$ cat src/rtl/zsn_mul.sv
// ----------------------------------------------------------------------------
// zsn_mul: bit-serial shift-add multiplier
// One multiplier bit per cycle, stops early once the remaining bits are zero.
// ----------------------------------------------------------------------------
module zsn_mul #(
    parameter int PW = 52,
    parameter int BW = 27
) (
    input  logic          clk,
    input  logic          rst_n,
    input  logic          start,
    input  logic [PW-1:0] a,
    input  logic [BW-1:0] b,
    output logic          done,
    output logic [PW-1:0] product
);
    logic          busy_reg;
    logic [PW-1:0] a_reg;
    logic [BW-1:0] b_reg;
    logic [PW-1:0] acc_reg;

    assign done    = busy_reg && (b_reg == '0);
    assign product = acc_reg;

    // busy flag
    always_ff @(posedge clk or negedge rst_n)
    begin
        if (!rst_n)
        begin
            busy_reg <= 1'b0;
        end
        else if (start)
        begin
            busy_reg <= 1'b1;
        end
        else if (done)
        begin
            busy_reg <= 1'b0;
        end
    end

    // shift-add datapath
    always_ff @(posedge clk)
    begin
        if (start)
        begin
            a_reg   <= a;
            b_reg   <= b;
            acc_reg <= '0;
        end
        else if (busy_reg && (b_reg != '0))
        begin
            if (b_reg[0])
            begin
                acc_reg <= acc_reg + a_reg;
            end
            a_reg <= a_reg << 1;
            b_reg <= b_reg >> 1;
        end
    end
endmodule

$ cat config.mk
export PLATFORM = sky130hd
export DESIGN_NAME = zsn_mul
export DESIGN_NICKNAME = d
export VERILOG_FILES = /design/src/rtl/zsn_mul.sv
export SDC_FILE = /design/constraint.sdc
export NUM_CORES = 1
export LEC_CHECK = 0
export BUFFER_PORTS_ARGS = -buffer_cell sky130_fd_sc_hd__buf_4
export CAP_MARGIN = 20
export CORE_MARGIN = 2
export CORE_UTILIZATION = 57
export DETAILED_ROUTE_END_ITERATION = 6
export GPL_TIMING_DRIVEN = 0
export PLACE_DENSITY = 0.81
export SYNTH_ARGS = -nofsm -noshare
export SYNTH_HDL_FRONTEND = slang
export SYNTH_SLANG_ARGS = --single-unit
$ cat constraint.sdc
create_clock -name clk -period 4.2 [get_ports clk]
set_input_delay 0.84 -clock clk [delete_from_list [all_inputs] [get_ports clk]]
set_output_delay 0.84 -clock clk [all_outputs]
set_load 0.05 [all_outputs]
==> results.tsv, run 1 <==
metric	value	unit
yosysSeqAreaShare	0.423	
grt_pass1_vias	6791	
clk-insertion-delay-late	430	ps
status	finished clean	
drv_cap	0	
synthFlopType	edfxtp_1	
synth_fa_ha_area_frac	0.0810	
grt_pass1_wl	33100	um
worstPathRequired	4550	ps
cpPeakStageDelay	530	ps
fillCellCount	1078	
antenna_found_initial	0	
multi_input_area	0.00444	sq mm
crit_chain	nor4_1, nand4_1, o21ai_0, or2_2, clkbuf_1, buf_2, buf_1, nand2_1, a21oi_1	
dieWidth	123	um
max_clock_freq	297	MHz
slew_viol_final	0	
drtIter0Drc	496	
final_nets	1117	
muxShareOfSynthArea	0.109	
critPathLaunchType	register	
synth_edf_count	79	
synth_nets	963	
cts_htree_levels	4	
post-cts-setup-buffer-count	0	
synth_cell_types	62	
cp_slowest_cell	o21ai_0	
portBuffers	134	
core_area	0.0139	sq mm
cts_tree	done	
setup_viol	0	
die_y	123	um
synthCells	829	
drc	0	
final_cells	1176	
vdd_drop_max	0.378	mV
syn_area	0.00813	sq mm
power.density	550	mW/mm^2
cp.arrival	3720	ps
relSlewSlack	0.522	
postCtsHoldBufs	0	
cp_top_family	buffers and inverters	
cp_num_buf_inv	3	
ctsResizeCount	0	
p_leak	4.31	nW
synth-xor-area-share	0.0377	
critPathKind	register to register	
dp_hpwl	15800	um
finalHoldViolCount	0	
final_antenna_net_count	0	
cp-end-kind	register	
area_growth	22.7	%
setup_slack	833	ps
pin_count	135	
seq_area	0.00344	sq mm
gp_congestion	1.02	
rows	43	
num_antenna_cells	0	
worst_pin_slew	716	ps
vias	7024	
dp_cells	1144	
drive_gt1_frac	0.267	
wl_per_cell	18.0	um
post-place-ws	871	ps
drt-total-wl	21200	um
grt_max_degree	41	
grt_usage	0.281	
drtPass1Iterations	5	
ys_ff_latch	132	
viasPerCell	5.97	
fin_crit	3370	ps
finalPower	5.49	mW
syn_avg_cell_area	9.80	sq um
cts_buffers	17	
postPlaceCellArea	0.00939	sq mm
clock_skew	9.72	ps
initial_core_util	0.586	
whs	177	ps
gr-total-overflow	0	
rsz0062_at_grt	no	
hold_path.class	primary input to async pin	
fin_area	0.00997	sq mm
synth-simple-area-share	0.153	
synth_compound_area_frac	0.165	
async_reset_ff_frac	0.00758	
cts-root-buf	clkbuf_16	
clkTransAtPathRegs	70	ps
period_share	0.802	
synth_top_family_by_area	compound AO/OA/AOI/OAI gates	
dieArea	0.0152	sq mm
ys_warn_count	0	
cts_buffer_depth	2	
path_max_fanout	10	
cts.sinks	132	
tns	0	ps
fin_util	0.718	
[where the power goes]
part	switching (mW)	internal (mW)	leakage [nW]
logic	1.39	0.846	2.74
registers	0.166	1.58	1.28
clock network	0.652	0.845	0.289
[cells in the mapped netlist (all sizes together), types with 19 or more instances]
cell	number	share of area
o21ai	41	0.026
clkbuf	25	0.012
nand3	24	0.015
ha	51	0.079
a21oi	85	0.052
edfxtp	79	0.29
nor2	41	0.019
nand2	92	0.042
inv	19	0.0088
buf	20	0.011
a21o	28	0.026
dfxtp	52	0.13
mux2	78	0.11
xnor2	20	0.022
[area by class of cell]
cell class / instances / area share
clock buffer: 17 / 0.0427
inverter: 19 / 0.00715
multi-input combinational: 633 / 0.446
buffer: 45 / 0.0183
tap: 180 / 0.0226
timing repair buffer: 135 / 0.103
clock inverter: 15 / 0.0161
sequential: 132 / 0.345
[final timing paths]
check | depth (start not counted) | slack, ps | startpoint | endpoint
max in group asynchronous | 1 | 3940 | rst_n | busy_reg
worst min-delay path | 1 | 180 | rst_n | busy_reg
min in group clk | 2 | 480 | product[27] | product[27]
worst max register to register | 9 | 830 | b_reg[17] | product[4]
worst max-delay path | 9 | 830 | b_reg[17] | product[4]
worst min register to register | 2 | 480 | product[27] | product[27]
[cells in the final DEF, fill, tap and decap left out, types with 28 or more instances in the layout]
cell type / instances
edfxtp_1: 79
ha_1: 51
dfxtp_1: 52
a21oi_1: 85
buf_4: 134
nor2_1: 41
nand2_1: 91
o21ai_0: 35
mux2_2: 78
a21o_1: 28
[kinds of logic (layout without fill, tap and decap cells)]
group | Yosys count | count (layout)
compound gates | 216 | 216
xor+xnor | 35 | 35
fa+ha+maj | 52 | 52
buf+inv | 64 | 231
flops | 132 | 132
mux | 79 | 79
simple gates | 251 | 251
[layer usage]
| layer | vias up | routed length, um | GRT usage |
|---|---|---|---|
| met5 | - | 0 | 0 |
| met4 | 0 | 507 | 0.0987 |
| met3 | 45 | 1240 | 0.0692 |
| met2 | 221 | 10100 | 0.467 |
| met1 | 3336 | 9370 | 0.357 |
| li1 | 3422 | - | - |
(Power assumes the default switching activity.)
==> run 2: changes to the inputs <==
--- a/config.mk
+++ b/config.mk
@@ -5,13 +5,14 @@
 export SDC_FILE = /design/constraint.sdc
 export NUM_CORES = 1
 export LEC_CHECK = 0
+export ABC_AREA = 1
 export BUFFER_PORTS_ARGS = -buffer_cell sky130_fd_sc_hd__buf_4
 export CAP_MARGIN = 20
 export CORE_MARGIN = 2
-export CORE_UTILIZATION = 57
+export CORE_UTILIZATION = 53
 export DETAILED_ROUTE_END_ITERATION = 6
 export GPL_TIMING_DRIVEN = 0
-export PLACE_DENSITY = 0.81
+export PLACE_DENSITY = 0.77
 export SYNTH_ARGS = -nofsm -noshare
 export SYNTH_HDL_FRONTEND = slang
 export SYNTH_SLANG_ARGS = --single-unit
==> constraint.sdc (replaced) <==
create_clock -name clk -period 3 [get_ports clk]
set_input_delay 0.6 -clock clk [delete_from_list [all_inputs] [get_ports clk]]
set_output_delay 0.6 -clock clk [all_outputs]
set_load 0.05 [all_outputs]
==> results.tsv, run 2 <==
metric	value	unit	change
portBuffers	134		unchanged
yosysTopAreaCell	nand2_1		was edfxtp_1
wl_per_cell	16.3	um	was 18.0 um
multi_input_area	0.00531	sq mm	was 0.00444 sq mm
grt_pass1_wl	50100	um	was 33100 um
max_clock_freq	363	MHz	
cts_htree_levels	4		unchanged
cpPeakStageDelay	420	ps	was 530 ps
r2r_setup_slack	400	ps	was 830 ps
status	finished clean		unchanged
dieArea	0.0199	sq mm	was 0.0152 sq mm
seq_area	0.00344	sq mm	unchanged
synth_most_common_cell	nand2_1		unchanged
drv_cap	0		unchanged
area_growth	20.0	%	was 22.7%
syn_area	0.00995	sq mm	was 0.00813 sq mm
vias	10100		was 7024
clock_skew	17.3	ps	was 9.72 ps
ys_top_cells_by_area	nand2_1 (25%), edfxtp_1 (24%), inv_1 (11%)		was edfxtp_1 (29%), dfxtp_1 (13%), mux2_2 (11%)
grt_usage	0.328		was 0.281
mostFrequentLayoutCell	nand2_1		was buf_4
rsz0062_at_grt	no		unchanged
grt_max_degree	47		was 41
dp_hpwl	25500	um	was 15800 um
hold_path.class	primary input to register		was primary input to async pin
rr_worst_depth	12		was 9
cts_buffers	17		unchanged
finalHoldViolCount	0		unchanged
gp_congestion	0.989		was 1.02
fin_crit	2750	ps	
gr-total-overflow	0		unchanged
grt_pass1_vias	9684		was 6791
hp-start	b[26]		
synthCells	1552		was 829
cp_slowest_cell	edfxtp_1		was o21ai_0
critPathKind	register to output pin		was register to register
rows	50		was 43
worstReg2RegStart	a_reg[7]		was b_reg[17]
ys_ff_latch	132		unchanged
drive_gt1_frac	0.116		was 0.267
initial_core_util	0.536		was 0.586
vdd_drop_max	0.381	mV	was 0.378 mV
final_antenna_net_count	0		unchanged
clkTransAtPathRegs	70	ps	about the same
synth_cell_types	37		was 62
post-cts-setup-buffer-count	0		unchanged
antenna_found_initial	0		unchanged
viasPerCell	5.16		was 5.97
cts_tree	done		unchanged
clk-insertion-delay-late	440	ps	was 430 ps
fillCellCount	1777		was 1078
hold_end	b_reg[26]		
holdPathStages	3		
synth_edf_count	79		unchanged
ys_warn_count	0		unchanged
critPathLaunchType	register		unchanged
cts-root-buf	clkbuf_16		unchanged
cp-end-kind	output pin		was register
drc	0		unchanged
crit_chain	nor4_1, nand2_1, nor4_1, nand3_1, nor2_1, buf_4		was nor4_1, nand4_1, o21ai_0, or2_2, clkbuf_1, buf_2, buf_1, nand2_1, a21oi_1
path_common_cell	nor4_1		
period_share	0.918		
path_max_fanout	2		was 10
worstReg2RegEnd	product[33]		was product[4]
power.density	577	mW/mm^2	was 550 mW/mm^2
dieWidth	141	um	was 123 um
core_area	0.0186	sq mm	was 0.0139 sq mm
die_y	141	um	was 123 um
ys_top_cells_by_count	nand2_1 (663), inv_1 (288), nand3_1 (83)		was nand2_1 (92), a21oi_1 (85), edfxtp_1 (79)
cp.arrival	2150	ps	was 3720 ps
yosysSeqAreaShare	0.345		was 0.423
slew_viol_final	0		unchanged
cts.sinks	132		unchanged
async_reset_ff_frac	0.00758		unchanged
worst_pin_slew	846	ps	was 716 ps
num_antenna_cells	0		unchanged
syn_avg_cell_area	6.41	sq um	was 9.80 sq um
fin_util	0.643		was 0.718
synthFlopType	edfxtp_1		unchanged
finalPower	6.90	mW	was 5.49 mW
relSlewSlack	0.436		was 0.522
synth_top_cell_area_share	0.250		was 0.292
tns	0	ps	unchanged
post-place-ws	476	ps	was 871 ps
drt-total-wl	31800	um	was 21200 um
pin_count	135		unchanged
final_cell_mix	nand2_1 (662), inv_1 (288), buf_4 (135)		was buf_4 (134), nand2_1 (91), a21oi_1 (85)
cts_buffer_depth	2		unchanged
worstPathRequired	2400	ps	was 4550 ps
drtIter0Drc	767		was 496
drtPass1Iterations	5		unchanged
final_nets	1841		was 1117
setup_slack	245	ps	was 833 ps
synth_nets	1686		was 963
p_leak	6.75	nW	was 4.31 nW
setup_viol	0		unchanged
-- run 2: changes by cell type in the layout (fill, tap and decap cells not counted), sizes merged, moves of 8 or more --
cell and delta:
buf -17, a21oi -45, nor2 +50, a21o -26, o21ai -13, o21bai +10, nand3 +63, o21a +23
inv +271, a211oi -8, nand2 +579, xnor2 -9, mux2 -78, a31oi -14
-- run 2: kinds of logic (layout without fill, tap and decap cells) --
logic type      after synthesis  in the layout  share of synthesized area
compound gates              129            129                     0.0804
xor+xnor                     25             25                     0.0220
fa+ha+maj                    52             52                     0.0661
buf+inv                     325            492                      0.123
flops                       132            132                      0.345
simple gates                889            889                      0.363
-- run 2: timing repair --
action | 4_1_cts | 5_1_grt
endpoints found under the hold margin | 1 | 0
setup endpoints to repair | 0 | 1
hold buffers | 1 | 0
gates resized for setup | 0 | 1
-- run 2: worst max-delay path, delay by kind of cell (launching register included) --
kind	cells	cell delay, ps
simple gates	5	1090
buf+inv	1	210
flops	1	420
-- run 2: per-stage QoR --
stage,cell area [sq um],hold slack [ps],std cells
floorplan,9960,304,1552
global placement,11300,379,1920
detailed placement,11300,379,1921
CTS,11900,409,1953
global route,11900,420,1953
finish,11900,414,1953
-- run 2: how the worst max path moves through the flow --
stage | end | start | slack (ps) | depth (start not counted)
after global routing | done | b_reg[26] | 90 | 6
final | done | b_reg[25] | 250 | 6
after global placement | a_reg[47] | b_reg[26] | -320 | 6
after floorplan | a_reg[0] | b_reg[26] | 600 | 6
after CTS | done | b_reg[13] | 190 | 6
after detailed placement | a_reg[47] | b_reg[13] | 480 | 7
-- run 2: where the power goes --
part | total [mW] | internal [mW] | switching (mW)
combinational | 2.30 | 0.749 | 1.55
clock | 2.33 | 1.42 | 0.914
sequential | 2.26 | 2.12 | 0.137
total | 6.90 | 4.29 | 2.61
-- run 2: layer usage --
metal / share of wire / vias up / track usage
met3: 0.077 / 59 / 0.0700
li1: - / 5109 / -
met1: 0.44 / 4553 / 0.433
met2: 0.45 / 366 / 0.536
met4: 0.030 / 0 / 0.115
met5: 0 / - / 0
-- run 2: final cells by class --
| type | count | area share |
|---|---|---|
| Multi-Input combinational cell | 1095 | 0.444 |
| Sequential cell | 132 | 0.288 |
| Inverter | 293 | 0.0921 |
| Timing Repair Buffer | 136 | 0.0874 |
| Clock buffer | 17 | 0.0356 |
| Tap cell | 234 | 0.0245 |
| Clock inverter | 14 | 0.0179 |
| Buffer | 32 | 0.0105 |
