--- src/rtl/zsn_root.sv ---
// ----------------------------------------------------------------------------
// zsn_root: digit-by-digit integer square root
// Produces one root bit per cycle.
// ----------------------------------------------------------------------------
module zsn_root #(
    parameter int DW = 52
) (
    input  logic            clk,
    input  logic            rst_n,
    input  logic            start,
    input  logic [DW-1:0]   d,
    output logic            done,
    output logic [DW/2-1:0] root
);
    logic          busy_reg;
    logic [DW-1:0] v_reg;
    logic [DW-1:0] res_reg;
    logic [DW-1:0] bit_reg;
    logic [DW-1:0] trial;

    assign trial = res_reg + bit_reg;
    assign done  = busy_reg && (bit_reg == '0);
    assign root  = res_reg[DW/2-1:0];

    // busy flag
    always_ff @(posedge clk or negedge rst_n)
    begin
        if (!rst_n)
        begin
            busy_reg <= 1'b0;
        end
        else if (start)
        begin
            busy_reg <= 1'b1;
        end
        else if (done)
        begin
            busy_reg <= 1'b0;
        end
    end

    // one root digit per cycle
    always_ff @(posedge clk)
    begin
        if (start)
        begin
            v_reg   <= d;
            res_reg <= '0;
            bit_reg <= DW'(1) << (DW - 2);
        end
        else if (busy_reg && (bit_reg != '0))
        begin
            if (v_reg >= trial)
            begin
                v_reg   <= v_reg - trial;
                res_reg <= (res_reg >> 1) + bit_reg;
            end
            else
            begin
                res_reg <= res_reg >> 1;
            end
            bit_reg <= bit_reg >> 2;
        end
    end
endmodule

--- config.mk ---
export PLATFORM = sky130hd
export DESIGN_NAME = zsn_root
export DESIGN_NICKNAME = d
export VERILOG_FILES = /design/src/rtl/zsn_root.sv
export SDC_FILE = /design/constraint.sdc
export NUM_CORES = 1
export LEC_CHECK = 0
export BUFFER_PORTS_ARGS = -buffer_cell sky130_fd_sc_hd__buf_2
export CORE_ASPECT_RATIO = 0.8
export CORE_MARGIN = 2
export CORE_UTILIZATION = 60
export DETAILED_ROUTE_END_ITERATION = 8
export MAX_ROUTING_LAYER = met4
export PLACE_DENSITY = 0.83
export SLEW_MARGIN = 20
export SYNTH_ARGS = -nofsm -noshare
export SYNTH_HDL_FRONTEND = slang
export SYNTH_SLANG_ARGS = --single-unit
export TNS_END_PERCENT = 30
--- constraint.sdc ---
create_clock -name clk -period 20.9 [get_ports clk]
set_input_delay 0 -clock clk [delete_from_list [all_inputs] [get_ports clk]]
set_output_delay 0 -clock clk [all_outputs]
set_load 0.005 [all_outputs]
==> metrics.md, run 1 <==
| Metric | Value |
|---|---|
| Post-Synthesis Net Count | roughly 1700 |
| Share of cells above drive strength 1 | roughly a tenth |
| Worst hold slack | -0.01234 ns |
| Leakage | between 5 and 6 nW |
| Crit-path cells | ha_1 > a31oi_1 > a211oi_1 > a21oi_1 > o21bai_1 > a21oi_1 > o21ai_0 > a21oi_1 > o21bai_1 > xnor2_1 > ha_1 > nand4_1 > nor4_2 > nand4_1 > nor4_2 > a2111oi_2 > and2_4 > o21ai_4 > buf_4 |
| Largest net degree at the start of global routing | 94 |
| Slowest cell on crit path | buf_4 |
| Commonest non-fill, non-tap cell in the layout | nand2_1 |
| First-pass GRT wire length | 57.59 mm |
| Vias per inst | 6.420 |
| VDD IR max | 0.09577 mV |
| Fin. max-slew vios | 0 |
| Register area share after synthesis | roughly a quarter |
| Total CTS buffers | 17 |
| PortBufs | 81 |
| Power per Cell Area | ~170 nW/um2 |
| Gpl congestion | around 0.96 |
| Crit path buf inv count | 1 |
| Root Buffer | clkbuf_16 |
| Predominant post-synthesis flop cell | dfxtp_1 |
| Hpwl dp | approximately 26 mm |
| DP Area | approximately 12000 um2 |
| Skew final | between 0.008 and 0.009 ns |
| Most frequent CP cell | a21oi_1 |
| Most frequent cells in the layout | nand2_1, a21oi_1, o21ai_0 |
| Post-synthesis mux area share | under 10% |
| 1st-iter DRT viols | 1584 |
| Post-Synth XOR/XNOR Area | under 10% |
| FMAX | 158.5 MHz |
| Vias in the first global route | 11390 |
| DIE WIDTH | 163.1 um |
| Max-cap violations | 0 |
| Post-Route WL | about 36 mm |
| Synthesized cell area | between 10000 and 15000 um2 |
| Critical path arrival | 6.38 ns |
| Nets | 1798 |
| TritonCTS Sinks | around 130 |
| Clock slew seen by the registers of the worst setup and hold paths | approximately 0.07 ns |
| Area of the core | 19860 um2 |
| Die area | approximately 21000 um2 |
| Slew HR | between 30% and 40% |
| Crit path capture type | flip-flop |
| Setup TNS | 0 ns |
| Clk Latency, worst-skew pair | between 0.4 and 0.5 ns |
| Final Critical Period | ~6.3 ns |
| Post-Layout Inst Area | around 14000 um2 |
| Die Ht | approximately 130 um |
| Status | finished, violations left |
| Final hold vios | 1 |
| Synth cell types | 73 |
| Critical path's top delay family | compound AO/OA/AOI/OAI gates |
| Initial antenna violation count | 1 |
| CTS tree | done |
| Post-synthesis average cell area | 7.692 um2 |
| Failing checks | hold timing |
| GR Overflow Total | 0 |
| GR Util All Layers | 34.03% |
| Routed wire length per instance | between 15 and 20 um |
| Crit Path Max Fanout | 62 |
| Post-synth EDFFs | 52 |
| Tot Pwr | between 2 and 2.5 mW |
| Synth warn | 0 |
| Endpoints failing setup | 0 |
| Crit share post-route | 30.19% |
| Adder-cell share of the synthesized area | between 10% and 20% |
| RSZ-0062 raised after global routing | no |
| Worst hold path type | input port to flip-flop |
| CP Class | flip-flop to flip-flop |
| Clock Path Buffers | 2 |
| Slowest stage delay, CP | 0.60 ns |
| Row count | between 40 and 50 |
| DRC viols | 0 |
| Post-synthesis compound-gate area fraction | between 20 and 30% |
| Post-CTS sizing | 0 |
| Vias post-DR | ~12000 |
| Largest family of logic cells by synthesized area | compound AO/OA/AOI/OAI gates |
| Startpoint types | flip-flop |
| Worst Tran Pin Value | 0.9481 ns |
| Yosys reg bits | around 130 |
| CP Data Required Time | between 20 and 25 ns |
| DRT antenna net count | 0 |
| Post-CTS setup buffer count | 0 |
| Area grow syn2layout | 11.69% |
| Synth Instances | about 1600 |
| H-tree levels | 4 |
| Initial core utilization | just over 60% |
| Synth async-reset ratio | less than 1% |
| # IOs | 82 |
| Pre-antenna DRT Iters | 7 |
| Post-Synth Simple-Gate Area | 20.40% |
## Yosys cell counts (29+ instances only)
master | instances | share of area (%)
edfxtp_1 | 52 | 13
dfxtp_1 | 78 | 13
nand2_1 | 245 | 7.6
nor2_1 | 121 | 3.7
ha_1 | 106 | 11
a31oi_1 | 43 | 2.2
a21oi_1 | 146 | 6.0
nor3_1 | 34 | 1.4
o21ai_0 | 139 | 5.7
xor2_1 | 62 | 4.5
clkbuf_1 | 51 | 1.6
xnor2_1 | 55 | 4.0
a21o_1 | 29 | 1.8
## metrics by stage
stage	std cells	utilization [%]	setup slack, ns
6_report	1914	68.36	14.59
2_1_floorplan	1580	-	12.39
5_1_grt	1914	68.36	14.10
4_1_cts	1913	68.34	14.39
3_3_place_gp	1830	62.71	14.69
3_5_place_dp	1830	62.71	14.48
## path summary, 6_finish.rpt
kind | slack, ns | cells past startpoint | end | start
max reg2reg | 14.59 | 19 | v_reg[19] | res_reg[2]
min reg2reg | 0.52 | 2 | bit_reg[28] | bit_reg[30]
min | -0.01 | 3 | v_reg[50] | d[50]
max in group asynchronous | 20.39 | 3 | busy_reg | rst_n
min in group asynchronous | 0.41 | 3 | busy_reg | rst_n
max | 14.59 | 19 | v_reg[19] | res_reg[2]
## where the power goes
part | leakage, nW | total [mW] | switching (mW) | internal (mW)
clock network | 0.297 | 0.315 | 0.136 | 0.178
registers | 1.18 | 0.517 | 0.120 | 0.397
logic | 3.76 | 1.42 | 0.880 | 0.544
total | 5.23 | 2.26 | 1.14 | 1.12
## per-layer routing
| layer | vias up | GRT usage, % | part of all wire, % |
|---|---|---|---|
| li1 | 5923 | - | - |
| met1 | 5693 | 43.91 | 43 |
| met2 | 587 | 54.21 | 46 |
| met3 | 84 | 4.798 | 7.9 |
| met4 | 0 | 12.78 | 2.9 |
| met5 | - | - | 0 |
## worst min-delay path, stage by stage
cell     delay, ns
buf_2         0.08
o22ai_1       0.07
nor3_1        0.13
## kinds of logic after synthesis
kind of cell / Yosys count
and+or+nand+nor: 547
AOI/OAI and AO/OA: 536
DFF: 131
buffers and inverters: 129
xor gates and xnor gates: 117
adders and majority gates: 107
muxes: 13
## final cells by class
cell class                 instances  area (um2)
antenna                            1       2.502
clock buffer                      21       504.2
clock inverter                    11       102.6
fill                            1644        6284
inverter                          27       101.3
multi-input combinational       1320        8413
sequential                       131        3148
tap                              264       330.3
timing repair buffer             139       970.9
## repair_timing
action,CTS,global route
hold buffers,51,0
endpoints found under the setup margin,0,0
endpoints found under the hold margin,50,0
Power figures use the tool's default switching activity.
==> inputs of run 2 (changes only) <==
--- a/config.mk
+++ b/config.mk
@@ -5,10 +5,11 @@
 export SDC_FILE = /design/constraint.sdc
 export NUM_CORES = 1
 export LEC_CHECK = 0
+export ABC_AREA = 1
 export BUFFER_PORTS_ARGS = -buffer_cell sky130_fd_sc_hd__buf_2
 export CORE_ASPECT_RATIO = 0.8
 export CORE_MARGIN = 2
-export CORE_UTILIZATION = 60
+export CORE_UTILIZATION = 58
 export DETAILED_ROUTE_END_ITERATION = 8
 export MAX_ROUTING_LAYER = met4
 export PLACE_DENSITY = 0.83
==> constraint.sdc (replaced) <==
create_clock -name clk -period 5.2 [get_ports clk]
set_input_delay 0 -clock clk [delete_from_list [all_inputs] [get_ports clk]]
set_output_delay 0 -clock clk [all_outputs]
set_load 0.005 [all_outputs]
==> run 2 against run 1 <==
  * The flow finishes with violations (DRC)
  * Routed wire length rose by 77%
  * Hold slack improved by 0.35 ns
  * Register-to-register slack got worse by 14 ns
  * Synthesized cell count rose by 73%
  * Sequential power rose to 3.4 times the previous value
  * Via count rose by 56%
  * Fmax rose by 25%
  * Combinational power rose to 4.0 times the previous value
  * Largest power group unchanged
  * Non-clock buffer count rose by 19
  * Setup slack got worse by 14 ns
  * Cell area rose by 28%
==> metrics.md, run 2 <==
| Metric | Value |
|---|---|
| RR Endpoint | v_reg[48] |
| Failing checks | DRC |
| Diode count | 0 |
| Commonest non-fill, non-tap cell in the layout | nand2_1 |
| Fin. max-slew vios | 0 |
| 1st-iter DRT viols | between 2000 and 3000 |
| H-tree levels | 4 |
| Post-synthesis average cell area | 5.719 um2 |
| CP Class | flip-flop to flip-flop |
| First-pass GRT wire length | about 95 mm |
| Synth async-reset ratio | less than 1% |
| FILL cells | between 2000 and 3000 |
| DRT antenna net count | 0 |
| Row count | 53 |
| Endpoints failing setup | 0 |
| Die Ht | 150.8 um |
| Crit share post-route | 97.12% |
| Worst hold slack | roughly 0.33 ns |
| Crit path capture type | flip-flop |
| Pre-antenna DRT Iters | 9 |
| Vias per inst | about 6.0 |
| Synth top area cells | nand2_1, dfxtp_1, edfxtp_1 |
| Final hold vios | 0 |
| Routed wire length per instance | about 20 um |
| DP Area | approximately 16000 um2 |
| Synthesized cell area | between 15000 and 20000 um2 |
| GR Util All Layers | a little under half |
| Final Critical Period | just over 5 ns |
| Gpl congestion | between 1 and 1.5 |
| FMAX | 198.0 MHz |
| CP Data Required Time | about 5.3 ns |
| Critical path arrival | 5.16 ns |
| Leakage | around 8.3 nW |
| Area of the core | approximately 26000 um2 |
| Most frequent cells in the layout | nand2_1, inv_1, nor2_1 |
| Initial core utilization | 59.22% |
| Clk Latency, worst-skew pair | about 0.45 ns |
| Yosys top cell area share | 23.44% |
| CTS tree | done |
| RR Startpoint | res_reg[32] |
| Cell taking the most area after synthesis | nand2_1 |
| Die area | 28290 um2 |
| Area grow syn2layout | 11.15% |
| Max-cap violations | 0 |
| Synth cell count leaders | nand2_1, inv_1, nor2_1 |
| Power per Cell Area | 502.1 nW/um2 |
| Skew final | 0.01023 ns |
| Count leader, synth | nand2_1 |
| Hpwl dp | just under 50 mm |
| Worst hold path type | input port to flip-flop |
| Startpoint types | flip-flop |
| Hold Crit Start | start |
| Reg2Reg Setup Slack | 0.15 ns |
| Predominant post-synthesis flop cell | dfxtp_1 |
| TritonCTS Sinks | around 130 |
| Initial antenna violation count | 0 |
| Total CTS buffers | 17 |
| Post-Layout Inst Area | approximately 17000 um2 |
| Clock Path Buffers | 2 |
| # IOs | between 80 and 90 |
| Synth Instances | ~2700 |
| Slew HR | ~28% |
| DRC viols | 5 |
| Post-synth EDFFs | 52 |
| Worst Tran Pin Value | between 1 and 1.5 ns |
| DIE WIDTH | 187.5 um |
| Synth warn | 0 |
| Post-CTS sizing | 0 |
| Reg2Reg Depth | 20 |
| Vias in the first global route | 16710 |
| Worst-case hold path end point | v_reg[28] |
| Largest net degree at the start of global routing | just over 70 |
| Share of cells above drive strength 1 | 6.120% |
| Yosys reg bits | between 100 and 150 |
| Post-Synthesis Net Count | 2895 |
| Clock slew seen by the registers of the worst setup and hold paths | 0.07 ns |
| RSZ-0062 raised after global routing | no |
| Setup TNS | 0 ns |
| GR Overflow Total | 0 |
| VDD IR max | ~0.38 mV |
| Post-Route WL | 63.52 mm |
| Status | finished, violations left |
| Hold Path Stages | 3 |
| Vias post-DR | roughly 19000 |
| Register area share after synthesis | approximately a fifth |
| Root Buffer | clkbuf_16 |
| PortBufs | just over 80 |
| Crit Path Max Fanout | 52 |
| Nets | about 3000 |
| Synth cell types | between 40 and 50 |
## run 2: cell types whose count changed in the layout (fill, tap and decap cells not counted), moves of 18 or more
cell / previous run / this run
nand4_1: 23 / 76
or3_1: 18 / 0
nand2_1: 245 / 975
a211oi_1: 24 / 2
xnor2_1: 55 / 32
a31oi_1: 43 / 4
inv_1: 27 / 379
xor2_1: 62 / 40
a21o_1: 29 / 5
nand3_1: 27 / 195
o22ai_1: 2 / 24
nor2_1: 121 / 269
## run 2: logic make-up (layout without fill, tap and decap cells)
| logic type | after synthesis | after routing | synth area share, % |
|---|---|---|---|
| AND/OR/NAND/NOR | 1599 | 1599 | 42.48 |
| buffers and inverters | 465 | 575 | 12.15 |
| AO/OA/AOI/OAI | 359 | 359 | 12.58 |
| flip-flops | 131 | 131 | 20.14 |
| adder cells (fa/ha/maj) | 107 | 107 | 8.614 |
| XOR/XNOR | 72 | 72 | 4.035 |
## run 2: timing repair
| action | 4_1_cts | 5_1_grt |
|---|---|---|
| hold endpoints to repair | 53 | 0 |
| buffers inserted | 0 | 0 |
| hold buffers | 54 | 0 |
| endpoints found under the setup margin | 0 | 0 |
## run 2: power breakdown
part | total (mW) | internal (mW) | switching [mW] | leakage, nW
Sequential | 1.77 | 1.50 | 0.266 | 1.17
Clock | 1.26 | 0.700 | 0.559 | 0.288
Combinational | 5.70 | 1.79 | 3.91 | 6.80
Total | 8.72 | 3.99 | 4.73 | 8.26
## run 2: layer usage
metal | global-route usage, % | routed length [um] | part of all wire, % | vias to the layer above
li1 | - | - | - | 8992
met5 | - | 0 | 0 | -
met1 | 62.71 | 26700 | 42 | 8554
met4 | 12.99 | 1904 | 3.0 | 0
met3 | 18.54 | 11230 | 18 | 168
met2 | 59.26 | 23680 | 37 | 1427
## run 2: layout make-up
type	instances	area [um2]	area share, %
clock buffers	21	503.0	2.895
clock inverters	11	86.33	0.4969
inverters	385	1445	8.318
multi-input cells	2137	10590	60.94
flip-flops and latches	131	3148	18.12
well taps	357	446.7	2.571
repair buffers	158	1156	6.655
## run 2: worst max-delay path, stage by stage (launching register included)
cell	delay, ns
dfxtp_1	0.41
ha_1	0.40
nand2_1	0.13
nor2_1	0.19
inv_1	0.10
nor2_1	0.40
inv_1	0.13
nor3_1	0.54
nand2_1	0.30
nand2_1	0.16
xor2_1	0.08
ha_1	0.41
nand4_1	0.24
nor2_1	0.21
nand2_1	0.14
nor2_1	0.15
nand2_2	0.08
nand3_2	0.11
nand2_1	0.08
nand2_2	0.08
buf_12	0.32
## run 2: worst max path at each step
stage                  end         from  slack (ns)  cells past startpoint
2_1_floorplan     v_reg[0]   bit_reg[0]        0.52                     25
5_1_grt        res_reg[44]  res_reg[32]        0.03                     22
4_1_cts           v_reg[2]  res_reg[32]        0.54                     20
3_3_place_gp     v_reg[12]  res_reg[32]        0.54                     20
3_5_place_dp     v_reg[11]  res_reg[32]        0.57                     20
6_report         v_reg[48]  res_reg[32]        0.15                     20
## run 2: stage by stage
stage	instances	util, %	setup slack (ns)	power, mW
after global placement	3114	61.54	0.5408	7.035
after global routing	3200	65.82	0.03112	9.286
after CTS	3200	65.82	0.5401	8.460
after floorplan	2733	-	0.5194	5.591
final	3200	65.82	0.1500	8.723
after detailed placement	3114	61.54	0.5691	7.149
