==> src/rtl/zsn_pkg.sv <==
// ----------------------------------------------------------------------------
// zsn_pkg: shared types and constants of the frame z-score normalizer
// Transfer payloads and fixed widths of the normalized output.
// ----------------------------------------------------------------------------
package zsn_pkg;

    // fixed widths of the payload fields
    localparam int SAMPLE_W = 16;
    localparam int Z_W      = 20;
    localparam int IDX_W    = 10;
    localparam int FRAC_W   = 12;

    // quotient bits, one more than the output so saturation can be seen
    localparam int QUOT_W = Z_W + 1;

    // saturation limits of the signed Q8.12 output
    localparam logic [QUOT_W-1:0] Z_POS_LIMIT = QUOT_W'(524287);
    localparam logic [QUOT_W-1:0] Z_NEG_LIMIT = QUOT_W'(524288);
    localparam logic [Z_W-1:0]    Z_MAX       = Z_W'(524287);
    localparam logic [Z_W-1:0]    Z_MIN       = Z_W'(524288);

    // command codes
    localparam logic CMD_PUSH = 1'b0;
    localparam logic CMD_READ = 1'b1;

    typedef struct packed {
        logic                       command;
        logic signed [SAMPLE_W-1:0] sample;
        logic                       end_of_frame;
    } request_t;

    typedef struct packed {
        logic signed [Z_W-1:0] normalized;
        logic [IDX_W-1:0]      sample_index;
        logic                  last_of_frame;
        logic                  valid_res;
        logic                  zero_spread;
        logic                  overflowed;
    } result_t;

endpackage

==> src/rtl/zsn_div.sv <==
// ----------------------------------------------------------------------------
// zsn_div: restoring divider
// One quotient bit per cycle; flags quotients that do not fit QUOT_W bits.
// ----------------------------------------------------------------------------
module zsn_div #(
    parameter int NW = 40,
    parameter int RW = 26
) (
    input  logic                      clk,
    input  logic                      rst_n,
    input  logic                      start,
    input  logic [NW-1:0]             num,
    input  logic [RW-1:0]             den,
    output logic                      done,
    output logic                      sat,
    output logic [zsn_pkg::QUOT_W-1:0] quot
);
    import zsn_pkg::*;

    localparam int CW  = ((NW > RW + QUOT_W) ? NW : RW + QUOT_W) + 1;
    localparam int CNW = $clog2(QUOT_W + 1);

    logic              busy_reg;
    logic [CNW-1:0]    cnt_reg;
    logic [CW-1:0]     rem_reg;
    logic [CW-1:0]     dv_reg;
    logic [QUOT_W-1:0] q_reg;
    logic              sat_reg;

    assign done = busy_reg && (cnt_reg == '0);
    assign sat  = sat_reg;
    assign quot = q_reg;

    // step counter
    always_ff @(posedge clk or negedge rst_n)
    begin
        if (!rst_n)
        begin
            busy_reg <= 1'b0;
            cnt_reg  <= '0;
        end
        else if (start)
        begin
            busy_reg <= 1'b1;
            cnt_reg  <= CNW'(QUOT_W);
        end
        else if (done)
        begin
            busy_reg <= 1'b0;
        end
        else if (busy_reg)
        begin
            cnt_reg <= cnt_reg - CNW'(1);
        end
    end

    // compare and subtract, divisor walks right
    always_ff @(posedge clk)
    begin
        if (start)
        begin
            rem_reg <= CW'(num);
            dv_reg  <= CW'(den) << (QUOT_W - 1);
            q_reg   <= '0;
            sat_reg <= CW'(num) >= (CW'(den) << QUOT_W);
        end
        else if (busy_reg && (cnt_reg != '0))
        begin
            if (rem_reg >= dv_reg)
            begin
                rem_reg <= rem_reg - dv_reg;
                q_reg   <= {q_reg[QUOT_W-2:0], 1'b1};
            end
            else
            begin
                q_reg <= {q_reg[QUOT_W-2:0], 1'b0};
            end
            dv_reg <= dv_reg >> 1;
        end
    end
endmodule

==> config.mk <==
export PLATFORM = sky130hd
export DESIGN_NAME = zsn_div
export DESIGN_NICKNAME = d
export VERILOG_FILES = /design/src/rtl/zsn_pkg.sv /design/src/rtl/zsn_div.sv
export SDC_FILE = /design/constraint.sdc
export NUM_CORES = 1
export LEC_CHECK = 0
export BUFFER_PORTS_ARGS = -buffer_cell sky130_fd_sc_hd__buf_2
export CORE_ASPECT_RATIO = 0.5
export CORE_MARGIN = 5
export CORE_UTILIZATION = 45
export DETAILED_ROUTE_END_ITERATION = 16
export SYNTH_ARGS = -nofsm -noshare
export SYNTH_HDL_FRONTEND = slang
export SYNTH_SLANG_ARGS = --single-unit
==> constraint.sdc <==
create_clock -name clk -period 5.2 [get_ports clk]
set_clock_uncertainty 0.2 [all_clocks]
set_input_delay 0.52 -clock clk [delete_from_list [all_inputs] [get_ports clk]]
set_output_delay 0.52 -clock clk [all_outputs]
set_load 0.02 [all_outputs]
==> results of run 1 <==
metal layers:
layer / wire length [um] / track usage (%) / vias up / part of all wire (%)
li1: - / - / 3549 / -
met1: 10600 / 28.47 / 3320 / 49
met2: 9792 / 32.39 / 185 / 45
met3: 1017 / 4.085 / 27 / 4.7
met4: 421 / 6.431 / 0 / 1.9
met5: 0 / 0 / - / 0
stage by stage:
step / cells / setup slack [ps] / instance area [um^2] / power (uW) / hold slack [ps]
6_report: 1279 / 1169 / 9326 / 5162 / 188.3
5_1_grt: 1279 / 909.3 / 9326 / 5541 / 189.8
4_1_cts: 1279 / 1162 / 9326 / 5174 / 173.1
3_5_place_dp: 1246 / 1190 / 8755 / 4015 / 158.6
3_3_place_gp: 1246 / 1324 / 8755 / 4008 / 150.4
2_1_floorplan: 967 / 1488 / 8138 / 3414 / 24.41
cells in the mapped netlist, types with 6 or more instances:
cell type  instances  share of area (%)
edfxtp_1          67                 25
inv_1             80                3.7
dfxtp_1           49                 12
ha_1              66                 10
nor3_1             7               0.43
dfrtp_1            6                1.8
o21a_1             7               0.65
nand4_1           16                1.2
o21ai_0           66                4.1
o21bai_1           6               0.55
xor2_1            19                2.0
nand3_1           15               0.92
a21o_1            32                3.0
nand2b_1          10               0.77
clkbuf_1          42                1.9
a21oi_1          100                6.2
o31ai_1           26                2.4
nor4_1            10               0.77
nor2b_1            9               0.69
nor2_1            35                1.6
nand2_1          183                8.4
xnor2_1           24                2.6
layout make-up:
class,instances,area (um^2),area share [%]
multi-input cells,714,4507,48.32
clock buffers,18,450.4,4.830
inverters,80,300.3,3.220
well taps,234,292.8,3.139
repair buffers,97,521.8,5.594
flip-flops and latches,122,3143,33.70
clock inverters,14,111.4,1.194
worst min-delay path by stage:
| stage | slack (ps) | to | cells after the start | from |
|---|---|---|---|---|
| after floorplan | 20 | busy_reg$_DFFE_PN0P_ | 0 | rst_n |
| after global placement | 150 | cnt_reg[0]$_DFFE_PN0P_ | 1 | rst_n |
| after detailed placement | 160 | cnt_reg[1]$_DFFE_PN0P_ | 1 | rst_n |
| after CTS | 170 | rem_reg[3]$_DFFE_PP_ | 3 | num[3] |
| after global routing | 190 | rem_reg[9]$_DFFE_PP_ | 3 | num[9] |
| final | 190 | dv_reg[28]$_DFFE_PP_ | 3 | den[8] |
worst max-delay path, cell delays in order (launching register included):
cell and delay [ps]:
edfxtp_1 330, inv_1 50, ha_1 220, fa_1 400, nor2b_1 160, o31a_1 200
o21ai_2 150, o31ai_4 370, o211ai_1 220, a21oi_1 250, nand2_1 190, inv_1 150
nor2_1 100, inv_1 440, buf_12 280
logic make-up (layout without fill, tap and decap cells):
group | after synthesis | after routing | synth area share, %
DFF | 122 | 122 | 38.62
buffers and inverters | 131 | 209 | 6.135
muxes | 3 | 3 | 0.3997
and+or+nand+nor | 311 | 311 | 17.13
AOI/OAI and AO/OA | 290 | 290 | 22.69
adders and majority gates | 67 | 67 | 10.39
xor gates and xnor gates | 43 | 43 | 4.628
power groups by stage:
stage | logic, uW | clock network, uW | registers [uW]
3_3_place_gp | 2580 | 0 | 1430
2_1_floorplan | 1990 | 0 | 1420
3_5_place_dp | 2580 | 0 | 1430
4_1_cts | 2610 | 1150 | 1420
6_report | 2620 | 1130 | 1420
5_1_grt | 2910 | 1190 | 1440
==> impl_metrics.csv, run 1 <==
group,metric,value,unit
floorplanning,die_area,21040,um^2
drt,drt-total-wl,21.83,mm
drt,avgRoutedWirePerCell,17.07,um
setup_path,critical_path.endpoint,"rem_reg[11]$_DFFE_PP_",
final_layout,layout_commonest_cell,"nand2_1",
sta,slew_viol_final,0,
cts,cts_hold_buf,1,
setup_path,ff2ff_path_depth,14,
power,seq_power_share,27.4,%
synthesis,syn_area,8138,um^2
floorplanning,fp.dieH,105.1,um
global_route,grt_overflow,0,
power,p_int,3025,uW
final_layout,area_delta_synth_final,14.61,%
sta,rsz0062_at_grt,"no",
power,share_comb_of_total_power,50.7,%
drt,ant_nets,0,
floorplanning,core,17570,um^2
floorplanning,start_util,46.32,%
cts,cts_setup_buffers,0,
setup_path,worstSetupPathType,"register to register",
final_layout,largest_reg_flops,48,
cts,clockBufferDepth,2,
final_layout,layout.nets,1168,
final_layout,drive_above_1_share,14.07,%
synthesis,yosys_warnings,0,
power,ir_drop,0.0002552,V
sta,finalCriticalPeriod,4031,ps
setup_path,cp.arrival,3940,ps
cts,post_cts_resized,0,
synthesis,syn_nets,1103,
setup_path,critPathLaunch,"rem_reg[0]$_DFFE_PP_",
synthesis,avgSynthCellArea,8.416,um^2
sta,clock.fmax,248.1,MHz
sta,relSlewSlack,28.98,%
floorplanning,ios,92,
drt,drc_errors,0,
floorplanning,die_w,200.2,um
cts,cts_sinks,122,
sta,tns,0,ps
placed_design,port_buffers,91,
power,netSwitchingFraction,41.41,%
flow_run,drv_cap,0,
setup_path,critPathLaunchType,"register",
power,p_sw,2137,uW
floorplanning,rows,34,
setup_path,worstReg2RegEnd,"rem_reg[11]$_DFFE_PP_",
final_layout,n_antenna_cell,0,
synthesis,ys_seq_area_share,38.62,%
placed_design,gp_congestion,0.8879,
cts,ctsRootBufferMaster,"clkbuf_16",
synthesis,synthArstFlopShare,4.918,%
sta,hold_viol,0,
final_layout,utilization,53.08,%
cts,cts_tree,"done",
setup_path,r2r-start,"rem_reg[0]$_DFFE_PP_",
drt,vias,7081,
synthesis,yosysUniqueCellTypes,67,
synthesis,netlist_instances,967,
setup_path,path_max_fanout,31,
power,power_density,553.5,nW/um^2
final_layout,final_cell_mix,"nand2_1, a21oi_1, buf_2, inv_1, edfxtp_1",
synthesis,ys_ff_latch,122,
power,pwr-share-clk,21.9,%
global_route,grt_first_pass_wirelength,34.97,mm
global_route,grt_max_degree,131,
synthesis,ys.flop_type,"edfxtp_1",
drt,drt_iter0_markers,588,
cts,h-tree-depth,4,
cts,cts_made_buffers,17,
status,status,"complete, no violations",
placed_design,post-dp-hpwl,16.19,mm
global_route,antenna_found_initial,0,
sta,fin_crit_sh,77.51,%
setup_path,cp-end-kind,"register",
synthesis,synth-edff-count,67,
setup_path,worstPathRequired,5110,ps
min_path,hold_path.class,"primary input to register",
setup_path,reg2reg_slack,1170,ps
cts,cts.clk_slew.worst_paths,60,ps
drt,firstDrtPassIters,5,
power,p_leak,0.003947,uW
final_layout,fillerInstances,1637,
sta,tightest_slew,1061,ps
global_route,track_usage,20.47,%
sta,final-setup-viol-count,0,
drt,vias_per_cell,5.536,
global_route,first_global_vias,6805,
cts,clk_latency,430,ps
Power figures use the tool's default switching activity.
==> run 2, diff against run 1 <==
- PLACE_DENSITY: default -> 0.66
- clock period: 5.2 -> 3.7 ns (I/O delays scaled with it)
==> impl_metrics.csv, run 2 (synthesis results as in run 1) <==
group,metric,value,unit
placed_design,gp_congestion,0.8780,
drt,drc_errors,0,
sta,hold_ws,36.75,ps
drt,drt-total-wl,21.23,mm
cts,cts_setup_buffers,0,
cts,cts_sinks,122,
placed_design,port_buffers,91,
placed_design,pre_cts_slack,253.0,ps
sta,tns,0,ps
final_layout,area_delta_synth_final,15.94,%
drt,vias_per_cell,5.505,
power,p_leak,0.004010,uW
power,share_comb_of_total_power,50.7,%
cts,cts_made_buffers,17,
power,pwr-share-clk,22.5,%
setup_path,cp.arrival,3370,ps
min_path,hold_start,"den[2]",
floorplanning,rows,34,
final_layout,final_cell_area,9435,um^2
global_route,first_global_vias,6805,
final_layout,drive_above_1_share,14.92,%
drt,drt_iter0_markers,568,
sta,relSlewSlack,43.48,%
cts,cts_tree,"done",
sta,fin_crit_sh,93.56,%
cts,clk_latency,420,ps
global_route,antenna_found_initial,0,
setup_path,worstSetupPathType,"register to register",
sta,finalCriticalPeriod,3462,ps
sta,tightest_slew,847.9,ps
floorplanning,die_area,21040,um^2
floorplanning,fp.dieH,105.1,um
setup_path,path_max_fanout,28,
power,total_power,7411,uW
global_route,track_usage,20.10,%
cts,h-tree-depth,4,
setup_path,r2r-start,"rem_reg[0]$_DFFE_PP_",
sta,clock.fmax,288.9,MHz
power,ir_drop,0.0003112,V
sta,slew_viol_final,0,
final_layout,final_cell_mix,"nand2_1, a21oi_1, buf_2, inv_1, edfxtp_1",
sta,fin_ws,238.4,ps
sta,hold_viol,0,
final_layout,n_antenna_cell,0,
drt,firstDrtPassIters,5,
power,netSwitchingFraction,41.05,%
power,power_density,785.5,nW/um^2
floorplanning,ios,92,
global_route,grt_max_degree,191,
drt,ant_nets,0,
placed_design,post-dp-hpwl,15.51,mm
cts,ctsRootBufferMaster,"clkbuf_16",
floorplanning,start_util,46.32,%
min_path,hold_path.class,"primary input to register",
power,p_sw,3043,uW
power,seq_power_share,26.8,%
setup_path,cp-end-kind,"register",
flow_run,drv_cap,0,
global_route,grt_overflow,0,
setup_path,critPathLaunch,"rem_reg[0]$_DFFE_PP_",
drt,vias,7079,
setup_path,critPathLaunchType,"register",
floorplanning,die_w,200.2,um
final_layout,layout.nets,1175,
floorplanning,core,17570,um^2
cts,clockBufferDepth,2,
drt,avgRoutedWirePerCell,16.51,um
final_layout,largest_reg_flops,48,
placed_design,dpl_cell_area,8832,um^2
cts,cts.clk_slew.worst_paths,70,ps
global_route,grt_first_pass_wirelength,34.69,mm
sta,final-setup-viol-count,0,
setup_path,worstPathRequired,3610,ps
final_layout,layout_commonest_cell,"nand2_1",
sta,rsz0062_at_grt,"no",
power,p_int,4369,uW
status,status,"complete, no violations",
[run 2: layout make-up]
type | count | area, um^2
flip-flops and latches | 122 | 3143
repair buffers | 104 | 595.6
multi-input cells | 714 | 4521
clock inverters | 13 | 126.4
well taps | 234 | 292.8
inverters | 80 | 304.0
clock buffers | 19 | 452.9
fillers | 1626 | 8134
[run 2: through the flow]
stage               cells  util, %
CTS                  1286    53.62
global placement     1253    50.27
global route         1286    53.70
finish               1286    53.70
detailed placement   1253    50.27
floorplan             967        -
[run 2: routing by layer]
metal	vias to the layer above	track usage, %	wire, um
met5	-	0	0
li1	3563	-	-
met2	178	31.80	9325
met3	18	4.952	1169
met4	0	4.320	264
met1	3320	28.16	10470
[run 2: final timing paths]
kind	endpoint	slack [ps]	cells past startpoint
min in group asynchronous	cnt_reg[3]$_DFFE_PN0P_	90	2
worst min register to register	quot[20]$_SDFFE_PP0P_	260	2
worst min-delay path	dv_reg[22]$_DFFE_PP_	40	3
max in group asynchronous	cnt_reg[2]$_DFFE_PN0P_	3070	2
worst max-delay path	rem_reg[39]$_DFFE_PP_	240	14
worst max register to register	rem_reg[39]$_DFFE_PP_	240	14
[run 2: power by group through the flow]
| stage | logic (uW) | clock network [uW] | registers (uW) |
|---|---|---|---|
| final | 3750 | 1670 | 1990 |
| after global routing | 4170 | 1760 | 2010 |
| after CTS | 3720 | 1700 | 1990 |
| after detailed placement | 3680 | 0 | 2010 |
| after global placement | 3650 | 0 | 2000 |
| after floorplan | 2810 | 0 | 1990 |
[run 2: timing repair]
item / CTS / global route
endpoints found under the setup margin: 0 / 40
hold buffers: 1 / 0
hold endpoints to repair: 6 / 0
resized for setup: 0 / 3
[run 2: worst max-delay path, cell delays in order, from the launching register on]
cell,delay [ps]
edfxtp_1,320
inv_1,40
ha_1,210
fa_1,410
nor2b_1,160
o31a_1,210
o21ai_2,140
o31ai_4,400
o211ai_1,180
a21oi_1,180
nand2_1,90
inv_1,100
nor2_1,110
clkinvlp_4,160
buf_12,200
==> run 3, diff against run 2 <==
--- a/config.mk
+++ b/config.mk
@@ -11,5 +11,5 @@
 export CORE_UTILIZATION = 45
 export DETAILED_ROUTE_END_ITERATION = 16
-export PLACE_DENSITY = 0.66
+export PLACE_DENSITY = 0.73
 export SYNTH_ARGS = -nofsm -noshare
 export SYNTH_HDL_FRONTEND = slang
==> constraint.sdc (replaced) <==
create_clock -name clk -period 3.7 [get_ports clk]
set_clock_uncertainty 0.2 [all_clocks]
set_input_delay 0.74 -clock clk [delete_from_list [all_inputs] [get_ports clk]]
set_output_delay 0.74 -clock clk [all_outputs]
set_load 0.02 [all_outputs]
==> impl_metrics.csv, run 3 (synthesis results as in run 1) <==
group,metric,value,unit
floorplanning,start_util,46.32,%
cts,cts_made_buffers,17,
drt,firstDrtPassIters,5,
min_path,hold_path.class,"register to register",
setup_path,worstPathRequired,3800,ps
sta,tns,0,ps
sta,fin_crit_sh,93.80,%
final_layout,utilization,53.87,%
drt,drt_iter0_markers,685,
final_layout,area_delta_synth_final,16.30,%
cts,cts_sinks,122,
power,ir_drop,0.0004215,V
final_layout,drive_above_1_share,14.99,%
drt,avgRoutedWirePerCell,16.58,um
setup_path,r2r-start,"rem_reg[0]$_DFFE_PP_",
cts,ctsRootBufferMaster,"clkbuf_16",
global_route,grt_overflow,0,
placed_design,post-dp-hpwl,15.48,mm
min_path,hold_start,"dv_reg[0]$_SDFFE_PP0P_",
cts,clockBufferDepth,2,
min_path,hold_end,"dv_reg[0]$_SDFFE_PP0P_",
final_layout,layout.nets,1177,
final_layout,n_antenna_cell,0,
power,total_power,7425,uW
drt,vias_per_cell,5.593,
drt,ant_nets,0,
sta,relSlewSlack,46.26,%
power,p_leak,0.004021,uW
final_layout,layout_commonest_cell,"nand2_1",
placed_design,pre_cts_slack,226.0,ps
sta,finalCriticalPeriod,3470,ps
cts,cts.clk_slew.worst_paths,60,ps
drt,drc_errors,0,
global_route,first_global_vias,6902,
setup_path,reg2reg_slack,230,ps
setup_path,worstReg2RegEnd,"rem_reg[46]$_SDFFE_PP0P_",
setup_path,path_max_fanout,5,
power,power_density,784.6,nW/um^2
setup_path,ff2ff_path_depth,13,
drt,drt-total-wl,21.35,mm
setup_path,worstSetupPathType,"register to register",
min_path,min_path_cells,2,
sta,clock.fmax,288.1,MHz
sta,tightest_slew,806.2,ps
placed_design,port_buffers,91,
placed_design,gp_congestion,0.9494,
global_route,grt_first_pass_wirelength,34.74,mm
setup_path,cp.arrival,3570,ps
setup_path,cp-end-kind,"register",
final_layout,largest_reg_flops,48,
status,status,"complete, no violations",
cts,h-tree-depth,4,
sta,slew_viol_final,0,
floorplanning,core,17570,um^2
sta,rsz0062_at_grt,"no",
flow_run,drv_cap,0,
floorplanning,ios,92,
floorplanning,die_area,21040,um^2
cts,clk_latency,420,ps
sta,hold_viol,0,
global_route,antenna_found_initial,0,
final_layout,final_cell_mix,"nand2_1, a21oi_1, buf_2, inv_1, edfxtp_1",
sta,fin_ws,229.6,ps
global_route,grt_max_degree,179,
floorplanning,fp.dieH,105.1,um
setup_path,critPathLaunchType,"register",
sta,final-setup-viol-count,0,
drt,vias,7204,
global_route,track_usage,20.02,%
cts,cts_tree,"done",
final_layout,fillerInstances,1631,
floorplanning,die_w,200.2,um
floorplanning,rows,34,
==> run 3: cell count changes in the layout (fill, tap and decap cells not counted), moves of 2 or more <==
cell      change
clkbuf_8      -2
clkinv_8      +2
ha_1          +2
ha_2          -2
inv_6         -2
inv_8         +4
==> run 3: layout make-up <==
class                           instances  area, um^2  area share, %
Tap cell                              234       292.8          3.094
Multi-Input combinational cell        714        4518          47.74
Inverter                               80       304.0          3.213
Sequential cell                       122        3143          33.21
Clock buffer                           17       425.4          4.495
Timing Repair Buffer                  106       628.1          6.637
Clock inverter                         15       152.6          1.613
==> run 3: how the worst max path moves through the flow <==
stage / from / slack [ps] / endpoint
3_3_place_gp: rem_reg[0]$_DFFE_PP_ / 350 / rem_reg[27]$_DFFE_PP_
5_1_grt: dv_reg[11]$_SDFFE_PP0P_ / 3 / rem_reg[2]$_DFFE_PP_
4_1_cts: rem_reg[0]$_DFFE_PP_ / 180 / rem_reg[32]$_DFFE_PP_
2_1_floorplan: rem_reg[11]$_DFFE_PP_ / 110 / rem_reg[0]$_DFFE_PP_
6_report: rem_reg[0]$_DFFE_PP_ / 230 / rem_reg[46]$_SDFFE_PP0P_
3_5_place_dp: rem_reg[0]$_DFFE_PP_ / 230 / rem_reg[12]$_DFFE_PP_
==> run 3: where the power goes <==
group          leakage [uW]  switching [uW]  internal (uW)
Sequential          0.00117             123           1860
Clock              0.000283             736            898
Combinational       0.00257            2250           1560
Total               0.00402            3110           4320
==> run 3: repair_timing <==
item	in CTS	in global routing
endpoints found under the setup margin	0	41
endpoints found under the hold margin	6	0
hold buffers	1	0
buffers inserted	0	2
resized for setup	0	2
==> run 3: per-layer routing <==
layer	track usage [%]	vias up	routed length [um]
met1	28.07	3392	10200
met4	4.811	0	285
met5	0	-	0
li1	-	3572	-
met3	4.209	26	1280
met2	31.97	214	9583
==> run 3: stage by stage <==
step | instances | area (um^2) | hold slack (ps)
after floorplan | 967 | 8142 | 236.2
after global placement | 1252 | 8825 | 239.8
after detailed placement | 1252 | 8825 | 256.1
after CTS | 1285 | 9413 | 266.4
after global routing | 1288 | 9464 | 290.6
final | 1288 | 9464 | 260.4
==> run 3: critical path, stage by stage, from the launching register on <==
cell and delay (ps):
edfxtp_1 330, inv_1 40, ha_1 220, fa_1 420
nor2b_1 160, o31a_1 200, o21ai_2 140, o31ai_4 340
a31o_2 280, a22oi_2 80, nand2_1 100, a21oi_2 80
o311ai_1 370, mux2_1 370
